## src/hdl/gpc_pkg.sv

```systemverilog
`timescale 1ns / 1ps
// ---------------------------------------------------------------------------
// GPIO pin controller package
// Beat types, register word offsets, pull codes and controller commands.
// ---------------------------------------------------------------------------
package gpc_pkg;

   // Default configuration of the pin bank
   localparam int PIN_COUNT_DEF            = 54;
   localparam int SELECT_BITS_DEF          = 3;
   localparam int PINS_PER_SELECT_WORD_DEF = 10;

   // Fixed widths of the bus and the pin-facing fields
   localparam int OUT_PINS     = 54;
   localparam int DATA_W       = 32;
   localparam int INDEX_W      = 6;
   localparam int SELECT_WORDS = 6;

   // Access kinds
   localparam logic CMD_READ  = 1'b0;
   localparam logic CMD_WRITE = 1'b1;

   // Register word offsets
   localparam logic [INDEX_W-1:0] WORD_SET0   = 6'd7;
   localparam logic [INDEX_W-1:0] WORD_SET1   = 6'd8;
   localparam logic [INDEX_W-1:0] WORD_CLR0   = 6'd10;
   localparam logic [INDEX_W-1:0] WORD_CLR1   = 6'd11;
   localparam logic [INDEX_W-1:0] WORD_LEV0   = 6'd13;
   localparam logic [INDEX_W-1:0] WORD_LEV1   = 6'd14;
   localparam logic [INDEX_W-1:0] WORD_PULL   = 6'd37;
   localparam logic [INDEX_W-1:0] WORD_PCLK0  = 6'd38;
   localparam logic [INDEX_W-1:0] WORD_PCLK1  = 6'd39;

   // Pull codes
   localparam logic [1:0] PULL_NONE = 2'd0;
   localparam logic [1:0] PULL_DOWN = 2'd1;
   localparam logic [1:0] PULL_UP   = 2'd2;

   // Request beat
   typedef struct packed {
      logic                command;
      logic [INDEX_W-1:0]  word_index;
      logic [DATA_W-1:0]   write_data;
      logic [OUT_PINS-1:0] pin_levels;
   } req_type;

   // Response beat
   typedef struct packed {
      logic [DATA_W-1:0]   read_data;
      logic                bad_offset;
      logic [OUT_PINS-1:0] drive_levels;
      logic [OUT_PINS-1:0] drive_enables;
      logic [OUT_PINS-1:0] pull_up_pins;
      logic [OUT_PINS-1:0] pull_down_pins;
   } rsp_type;

   // Controller to datapath commands
   typedef struct packed {
      logic capture;   // perform the access and load the response register
   } ctrl_cmd_type;

endpackage

```

## src/hdl/gpc_ctrl.sv

```systemverilog
`timescale 1ns / 1ps
// ---------------------------------------------------------------------------
// GPIO pin controller sequencer
// Tracks whether the response register holds a beat and issues the access
// command to the datapath.
// ---------------------------------------------------------------------------
module gpc_ctrl (
   input  logic                  clock,
   input  logic                  reset,
   input  logic                  req_valid,
   output logic                  req_stall,
   output logic                  rsp_valid,
   input  logic                  rsp_stall,
   output gpc_pkg::ctrl_cmd_type cmd
);

   typedef enum logic {
      ST_EMPTY,
      ST_FULL
   } state_type;

   state_type state_ff, state_in;
   logic      rsp_valid_ff, rsp_valid_in;
   logic      blocked;

   // Hold the request side only while an untaken response sits in the register
   assign blocked     = (state_ff == ST_FULL) && rsp_stall;
   assign req_stall   = blocked;
   assign cmd.capture = req_valid && !blocked;
   assign rsp_valid   = rsp_valid_ff;

   // Advance: a captured access fills the register, a taken beat empties it
   always_comb begin
      state_in = state_ff;
      unique case (state_ff)
         ST_EMPTY: begin
            if (cmd.capture) state_in = ST_FULL;
         end
         ST_FULL: begin
            if (cmd.capture)     state_in = ST_FULL;
            else if (!rsp_stall) state_in = ST_EMPTY;
         end
         default: state_in = ST_EMPTY;
      endcase
      rsp_valid_in = (state_in == ST_FULL);
   end

   always_ff @(posedge clock) begin
      if (reset) begin
         state_ff     <= ST_EMPTY;
         rsp_valid_ff <= 1'b0;
      end else begin
         state_ff     <= state_in;
         rsp_valid_ff <= rsp_valid_in;
      end
   end

endmodule

```

## src/hdl/gpc_datapath.sv

```systemverilog
`timescale 1ns / 1ps
// ---------------------------------------------------------------------------
// GPIO pin controller datapath
// Register words, output latch, per-pin pull codes and the response register.
// ---------------------------------------------------------------------------
module gpc_datapath #(
   parameter int PIN_COUNT            = gpc_pkg::PIN_COUNT_DEF,
   parameter int SELECT_BITS          = gpc_pkg::SELECT_BITS_DEF,
   parameter int PINS_PER_SELECT_WORD = gpc_pkg::PINS_PER_SELECT_WORD_DEF
) (
   input  logic                  clock,
   input  logic                  reset,
   input  gpc_pkg::ctrl_cmd_type cmd,
   input  gpc_pkg::req_type      req,
   output gpc_pkg::rsp_type      rsp
);

   localparam int FSEL_W = SELECT_BITS * PINS_PER_SELECT_WORD;
   localparam int DW     = gpc_pkg::DATA_W;
   localparam logic [63:0] PIN_MASK =
      (PIN_COUNT == 64) ? {64{1'b1}} : ((64'd1 << PIN_COUNT) - 64'd1);

   // Architectural state
   logic [FSEL_W-1:0]    fsel_ff [gpc_pkg::SELECT_WORDS];
   logic [FSEL_W-1:0]    fsel_mask [gpc_pkg::SELECT_WORDS];
   logic [PIN_COUNT-1:0] latch_ff, latch_in;
   logic [1:0]           pull_ctl_ff;
   logic [DW-1:0]        pclk_ff [2];
   logic [1:0]           pcode_ff [PIN_COUNT];

   // Response register
   logic [DW-1:0]        read_data_ff, read_data_in;
   logic                 bad_ff, bad_in;

   // Decode
   logic                 is_write;
   logic                 hit_fsel, hit_set, hit_clr, hit_lev, hit_pull, hit_pclk;
   logic [2:0]           fsel_idx;
   logic                 pclk_idx;
   logic [63:0]          data64, lat64, en64, lvl64, pins64, up64, down64;
   logic [PIN_COUNT-1:0] en, up, down;

   assign is_write = (req.command == gpc_pkg::CMD_WRITE);
   assign fsel_idx = req.word_index[2:0];
   assign pclk_idx = req.word_index[0];

   always_comb begin
      hit_fsel = 1'b0;
      hit_set  = 1'b0;
      hit_clr  = 1'b0;
      hit_lev  = 1'b0;
      hit_pull = 1'b0;
      hit_pclk = 1'b0;
      bad_in   = 1'b0;
      priority if (req.word_index < gpc_pkg::INDEX_W'(gpc_pkg::SELECT_WORDS)) begin
         hit_fsel = 1'b1;
      end else if (req.word_index == gpc_pkg::WORD_SET0 ||
                   req.word_index == gpc_pkg::WORD_SET1) begin
         hit_set = 1'b1;
      end else if (req.word_index == gpc_pkg::WORD_CLR0 ||
                   req.word_index == gpc_pkg::WORD_CLR1) begin
         hit_clr = 1'b1;
      end else if (req.word_index == gpc_pkg::WORD_LEV0 ||
                   req.word_index == gpc_pkg::WORD_LEV1) begin
         hit_lev = 1'b1;
      end else if (req.word_index == gpc_pkg::WORD_PULL) begin
         hit_pull = 1'b1;
      end else if (req.word_index == gpc_pkg::WORD_PCLK0 ||
                   req.word_index == gpc_pkg::WORD_PCLK1) begin
         hit_pclk = 1'b1;
      end else begin
         bad_in = 1'b1;
      end
   end

   // Keep only select fields of pins that exist
   for (genvar w = 0; w < gpc_pkg::SELECT_WORDS; w++) begin : g_mask_word
      for (genvar k = 0; k < PINS_PER_SELECT_WORD; k++) begin : g_mask_field
         if (w * PINS_PER_SELECT_WORD + k < PIN_COUNT) begin : g_on
            assign fsel_mask[w][k*SELECT_BITS +: SELECT_BITS] = {SELECT_BITS{1'b1}};
         end else begin : g_off
            assign fsel_mask[w][k*SELECT_BITS +: SELECT_BITS] = '0;
         end
      end
   end

   // Output enables: select code of one, pins past the select words stay inputs
   for (genvar p = 0; p < PIN_COUNT; p++) begin : g_pin
      if (p / PINS_PER_SELECT_WORD < gpc_pkg::SELECT_WORDS) begin : g_en
         assign en[p] = (fsel_ff[p / PINS_PER_SELECT_WORD]
                         [(p % PINS_PER_SELECT_WORD)*SELECT_BITS +: SELECT_BITS]
                         == SELECT_BITS'(1));
      end else begin : g_no_en
         assign en[p] = 1'b0;
      end
      assign up[p]   = (pcode_ff[p] == gpc_pkg::PULL_UP);
      assign down[p] = (pcode_ff[p] == gpc_pkg::PULL_DOWN);

      // Latch the pull code into pins selected by a pull clock write
      always_ff @(posedge clock) begin
         if (reset) begin
            pcode_ff[p] <= gpc_pkg::PULL_NONE;
         end else if (cmd.capture && is_write && hit_pclk &&
                      pclk_idx == 1'(p / 32) && req.write_data[p % 32]) begin
            pcode_ff[p] <= pull_ctl_ff;
         end
      end
   end

   // Widen pin vectors to the two-word level view
   assign lat64  = 64'(latch_ff);
   assign en64   = 64'(en);
   assign up64   = 64'(up);
   assign down64 = 64'(down);
   assign pins64 = 64'(req.pin_levels) & PIN_MASK;
   assign lvl64  = (lat64 & en64) | (pins64 & ~en64);
   assign data64 = (req.word_index == gpc_pkg::WORD_SET1 ||
                    req.word_index == gpc_pkg::WORD_CLR1)
                   ? {req.write_data, 32'd0} : {32'd0, req.write_data};

   // Set or clear the output latch
   always_comb begin
      latch_in = latch_ff;
      if (is_write && hit_set) latch_in = latch_ff | data64[PIN_COUNT-1:0];
      if (is_write && hit_clr) latch_in = latch_ff & ~data64[PIN_COUNT-1:0];
   end

   // Select the read word; writes return zero
   always_comb begin
      read_data_in = '0;
      if (!is_write) begin
         if (hit_fsel) read_data_in = DW'(fsel_ff[fsel_idx]);
         if (hit_lev)  read_data_in = (req.word_index == gpc_pkg::WORD_LEV1)
                                      ? lvl64[63:32] : lvl64[31:0];
         if (hit_pull) read_data_in = DW'(pull_ctl_ff);
         if (hit_pclk) read_data_in = pclk_ff[pclk_idx];
      end
   end

   // Update register words on a captured write
   always_ff @(posedge clock) begin
      if (reset) begin
         for (int i = 0; i < gpc_pkg::SELECT_WORDS; i++) fsel_ff[i] <= '0;
         latch_ff    <= '0;
         pull_ctl_ff <= gpc_pkg::PULL_NONE;
         pclk_ff[0]  <= '0;
         pclk_ff[1]  <= '0;
      end else if (cmd.capture) begin
         latch_ff <= latch_in;
         if (is_write && hit_fsel)
            fsel_ff[fsel_idx] <= req.write_data[FSEL_W-1:0] & fsel_mask[fsel_idx];
         if (is_write && hit_pull) pull_ctl_ff <= req.write_data[1:0];
         if (is_write && hit_pclk) pclk_ff[pclk_idx] <= req.write_data;
      end
   end

   // Load the response register
   always_ff @(posedge clock) begin
      if (cmd.capture) begin
         read_data_ff <= read_data_in;
         bad_ff       <= bad_in;
      end
   end

   // Pin outputs follow state, which holds while a response waits
   assign rsp.read_data      = read_data_ff;
   assign rsp.bad_offset     = bad_ff;
   assign rsp.drive_levels   = lat64[gpc_pkg::OUT_PINS-1:0];
   assign rsp.drive_enables  = en64[gpc_pkg::OUT_PINS-1:0];
   assign rsp.pull_up_pins   = up64[gpc_pkg::OUT_PINS-1:0];
   assign rsp.pull_down_pins = down64[gpc_pkg::OUT_PINS-1:0];

endmodule

```

## src/hdl/gpio_pin_controller.sv

```systemverilog
`timescale 1ns / 1ps
// ---------------------------------------------------------------------------
// GPIO pin controller
// Register-mapped controller for a bank of pins: function select, output
// set and clear, level read, and latched pull configuration.
// ---------------------------------------------------------------------------
//
//  Channel   Ports                              Beat
//  request   req_valid, req_stall, req_payload  one register read or write
//  response  rsp_valid, rsp_stall, rsp_payload  read word, flag, pin state
//
//  One access per cycle: the access is performed at the accepting edge and
//  its response appears in the response register on the next cycle.
//  A waiting response can be taken in the same cycle as the next request.
//  Requests stall only while a response is held by rsp_stall.
//  Synchronous reset clears all register words, the latch and pull codes.
// ---------------------------------------------------------------------------
module gpio_pin_controller #(
   parameter int PIN_COUNT            = gpc_pkg::PIN_COUNT_DEF,
   parameter int SELECT_BITS          = gpc_pkg::SELECT_BITS_DEF,
   parameter int PINS_PER_SELECT_WORD = gpc_pkg::PINS_PER_SELECT_WORD_DEF
) (
   input  logic             clock,
   input  logic             reset,
   input  logic             req_valid,
   output logic             req_stall,
   input  gpc_pkg::req_type req_payload,
   output logic             rsp_valid,
   input  logic             rsp_stall,
   output gpc_pkg::rsp_type rsp_payload
);

   gpc_pkg::ctrl_cmd_type cmd;

   gpc_ctrl u_ctrl (
      .clock     (clock),
      .reset     (reset),
      .req_valid (req_valid),
      .req_stall (req_stall),
      .rsp_valid (rsp_valid),
      .rsp_stall (rsp_stall),
      .cmd       (cmd)
   );

   gpc_datapath #(
      .PIN_COUNT            (PIN_COUNT),
      .SELECT_BITS          (SELECT_BITS),
      .PINS_PER_SELECT_WORD (PINS_PER_SELECT_WORD)
   ) u_datapath (
      .clock (clock),
      .reset (reset),
      .cmd   (cmd),
      .req   (req_payload),
      .rsp   (rsp_payload)
   );

endmodule

```

## config.mk

```make
export PLATFORM = sky130hd
export DESIGN_NAME = gpio_pin_controller
export DESIGN_NICKNAME = d
export VERILOG_FILES = /design/src/hdl/gpc_pkg.sv /design/src/hdl/gpc_ctrl.sv /design/src/hdl/gpc_datapath.sv /design/src/hdl/gpio_pin_controller.sv
export SDC_FILE = /design/constraint.sdc
export NUM_CORES = 1
export LEC_CHECK = 0
export BUFFER_PORTS_ARGS = -buffer_cell sky130_fd_sc_hd__buf_2
export CAP_MARGIN = 20
export CORE_MARGIN = 2
export CORE_UTILIZATION = 30
export DETAILED_ROUTE_END_ITERATION = 8
export MAX_ROUTING_LAYER = met4
export SYNTH_ARGS = -nofsm -noshare
export SYNTH_HDL_FRONTEND = slang
export SYNTH_HIERARCHICAL = 1
export SYNTH_SLANG_ARGS = --single-unit
export TNS_END_PERCENT = 50
```

## constraint.sdc

```tcl
create_clock -name clock -period 4.4 [get_ports clock]
set_input_delay 0.22 -clock clock [delete_from_list [all_inputs] [get_ports clock]]
set_output_delay 0.22 -clock clock [all_outputs]
set_load 0.05 [all_outputs]
```

==> Implementation_results.wiki <==
{| class="wikitable"
! Metric !! Value
|-
| Worst reg2reg path startpoint || u_ctrl/rsp_valid
|-
| Power per unit of standard cell area || 384 nW/um^2
|-
| Initial antenna violation count || 12
|-
| Starting Density || approximately 30%
|-
| TNS Setup || 0 ns
|-
| Leak Pwr || between 10 and 15 nW
|-
| Number of distinct standard cells referenced by the synthesized netlist || 60
|-
| Post-Synthesis Cells || 1827
|-
| Post-cts gate resize count || 0
|-
| Cell with the most instances after synthesis || sky130_fd_sc_hd__edfxtp_1
|-
| DIE HEIGHT || 280 um
|-
| Dpl hpwl || 61100 um
|-
| Worst-margin pin slew || 1.24 ns
|-
| Input/output buffers || 347
|-
| Number of detailed-route iterations in the first pass || 5
|-
| Final hold vios || 0
|-
| Syn-to-layout area delta || 20.6%
|-
| Clock Tree Root || sky130_fd_sc_hd__clkbuf_16
|-
| Remaining design rule violation count || 0
|-
| Commonest cells in the netlist || sky130_fd_sc_hd__edfxtp_1, sky130_fd_sc_hd__and3_1, sky130_fd_sc_hd__mux2i_1, sky130_fd_sc_hd__nor2_1, sky130_fd_sc_hd__and2_1
|-
| Count of flip-flops with a built-in enable after synthesis || 420
|-
| Later-pin clock latency in the skew report || 0.61 ns
|-
| Via/cell ratio || 5.20
|-
| Vias in the first global route || 16300
|-
| Final critical path time including I/O delays and setup || ~3.2 ns
|-
| Start-to-end type of the worst setup path || reg -> reg
|-
| Number of buffers added by the clock tree synthesis step || 54
|-
| Type of the worst min-delay path || in -> reg
|-
| Critical Path Start || u_ctrl/rsp_valid
|-
| Overall die width || 280 um
|-
| Fill cell instance count of the final layout || 7443
|-
| Final design area excluding fillers || 27500 um^2
|-
| Area after DPL || approximately 26000 um^2
|-
| Top-area cell type share of the netlist area || 55.4%
|-
| Average size of a mapped cell || about 12 um^2
|-
| Core Area || between 70000 and 80000 um^2
|-
| Worst-case clock buffer depth || 3
|-
| Floorplan row count || 101
|-
| Clock tree from TritonCTS || done
|-
| Total Routing Usage GR || 21.9%
|-
| Seq/Total Area, Yosys || about three fifths
|-
| Detailed-route wire length per cell || roughly 27 um
|-
| Primary flip-flop cell chosen by synthesis mapping || sky130_fd_sc_hd__edfxtp_1
|-
| Overall overflow remaining after global route || 0
|-
| Wire length of the first global-routing pass || 120000 um
|-
| Met1 Use GR || 29.3%
|-
| Portion of the clock cycle consumed by the worst path in the final layout || 71.7%
|-
| Iteration-0 DRC count of the detailed router || 1836
|-
| Worst hold stages || 3
|-
| Max-slew violation total from the final report || 0
|-
| Met3 Usage GRT || under 10%
|-
| I/O pin total || approximately 350
|-
| Layer with the highest usage || met2
|-
| RSZ-0062 raised after global routing || no
|-
| Post-synthesis async set-or-reset flop share || 0%
|-
| Leading post-synthesis cells by cell area || sky130_fd_sc_hd__edfxtp_1, sky130_fd_sc_hd__mux2i_1, sky130_fd_sc_hd__dfxtp_1
|-
| Kind of start point of the critical path || flip-flop
|-
| Post-synthesis instance area || 22800 um^2
|-
| Sequential cell area || 13800 um^2
|-
| Count of H-tree levels built during CTS || 2
|-
| Synth warn || 6
|-
| Routing usage on met2 || approximately a third
|-
| Highest clock rate || approximately 0.32 GHz
|-
| Routed Wire Length || 85200 um
|-
| Max Cap Viol || 0
|-
| Detailed-route via count || between 15000 and 20000
|-
| Critical-path maximum fanout || 21
|-
| Status || completed
|-
| Setup-failing EPs final || 0
|-
| Top cell type by total area after synthesis || sky130_fd_sc_hd__edfxtp_1
|-
| Worst vdd rail ir drop || about 0.00026 V
|-
| Worst endpoint required time || 4.66 ns
|-
| Endpoint arrival time on the critical path || 3.42 ns
|-
| FF-to-FF path depth || 7
|-
| Clock edge transition at the registers on the reported setup and hold paths || 0.06 ns
|-
| Hold wc startpoint || req_payload[76]
|-
| Net count reported at finish || 2264
|-
| Largest net degree at the start of global routing || 97
|-
| Layout cells sized above 1 || 25.9%
|-
| Global placer's final weighted congestion || 0.880
|-
| Overall die area || 78100 um^2
|-
| Number of sinks handled by clock tree synthesis || 477
|-
| Crit path capture type || flip-flop
|-
| Number of nets still failing antenna checks after routing || 0
|-
| Flip-flop and latch count after synthesis || 477
|-
| Max Clock Skew || 0.0207 ns
|-
| Relative max-transition margin || 16.8%
|-
| Area taken by multi-input logic gates || 8440 um^2
|}
## worst max-delay path, cell delays in order, from the launching register on
cell and delay (ns):
sky130_fd_sc_hd__dfxtp_1 0.32, sky130_fd_sc_hd__and2_4 0.15, sky130_fd_sc_hd__nor2b_4 0.19, sky130_fd_sc_hd__and2_1 0.30
sky130_fd_sc_hd__nand3b_1 0.22, sky130_fd_sc_hd__or3_1 0.71, sky130_fd_sc_hd__nand2b_1 0.49, sky130_fd_sc_hd__buf_4 0.42
## power breakdown
part | leakage (nW) | internal [mW] | switching [mW]
Sequential | 4.88 | 5.04 | 0.0638
Combinational | 6.08 | 0.260 | 0.759
Clock | 0.866 | 2.51 | 1.91
## logic make-up after synthesis
| logic type | after synthesis | synth area share, % |
|---|---|---|
| muxes | 202 | 10.5 |
| buffers and inverters | 178 | 3.43 |
| DFF | 477 | 60.4 |
| AOI/OAI and AO/OA | 160 | 5.64 |
| other | 1 | 0.0165 |
| and+or+nand+nor | 808 | 20.0 |
| xor gates and xnor gates | 1 | 0.0385 |
## stage by stage
step                hold slack [ns]  power (mW)  instances  worst slack, ns  utilization, %
CTS                         0.00447        10.6       3187             1.28            36.3
detailed placement            0.470        6.21       3080            0.895            33.9
global route                 0.0373        10.9       3196             1.05            36.4
finish                       0.0406        10.5       3197             1.24            36.4
global placement              0.453        6.20       3079            0.959            33.9
floorplan                     0.292        5.80       1861            0.401               -
## path summary, 6_finish.rpt
kind / to / slack, ns
max: u_datapath/fsel_ff[3][24] / 1.24
min: flip-flop / 0.04
max reg2reg: u_datapath/fsel_ff[3][24] / 1.24
min reg2reg: flip-flop / 0.50
## metal layers
metal	wire length [um]	share of wire, %
met1	36100	42
met2	39000	46
met3	8610	10
met4	1450	1.7
met5	0	0
## repair_timing
| item | 4_1_cts | 5_1_grt |
|---|---|---|
| setup endpoints to repair | 0 | 0 |
| hold endpoints to repair | 10 | 0 |
| buffers inserted | 0 | 0 |
| hold buffers | 5 | 0 |
## placed cells by master, fill, tap and decap left out, types with 7 or more instances in the layout
cell                        Yosys  layout
sky130_fd_sc_hd__a21oi_1       20      20
sky130_fd_sc_hd__dfxtp_1       57      55
sky130_fd_sc_hd__and2_1       131     131
sky130_fd_sc_hd__a211oi_1      17      17
sky130_fd_sc_hd__a311o_1       14      14
sky130_fd_sc_hd__mux2_2        41      41
sky130_fd_sc_hd__o22a_1        11      11
sky130_fd_sc_hd__nand2b_1      60      60
sky130_fd_sc_hd__conb_1         1      35
sky130_fd_sc_hd__mux2i_1      136     136
sky130_fd_sc_hd__buf_4          9      45
sky130_fd_sc_hd__nand2_1      124     124
sky130_fd_sc_hd__buf_2         31     345
sky130_fd_sc_hd__nor2b_1      109     109
sky130_fd_sc_hd__nor3b_1       55      51
sky130_fd_sc_hd__edfxtp_1     420     420
sky130_fd_sc_hd__and3_1       150     150
sky130_fd_sc_hd__clkinv_2       0      18
sky130_fd_sc_hd__a21o_1        36      36
sky130_fd_sc_hd__clkinv_1       0       7
sky130_fd_sc_hd__nor2_1       136     136
sky130_fd_sc_hd__nor3_1         9       8
sky130_fd_sc_hd__inv_1         26      26
sky130_fd_sc_hd__clkbuf_16      0      55
sky130_fd_sc_hd__o221ai_1      31      31
sky130_fd_sc_hd__mux4_2        25      25
## layout make-up
class | instances | share of cell area (%)
diodes | 6 | 0.0546
clock buffers | 67 | 5.39
clock inverters | 35 | 0.915
inverters | 26 | 0.355
multi-input cells | 1206 | 30.7
flip-flops and latches | 477 | 50.1
well taps | 978 | 4.45
repair buffers | 402 | 8.06
Power figures use the tool's default switching activity.
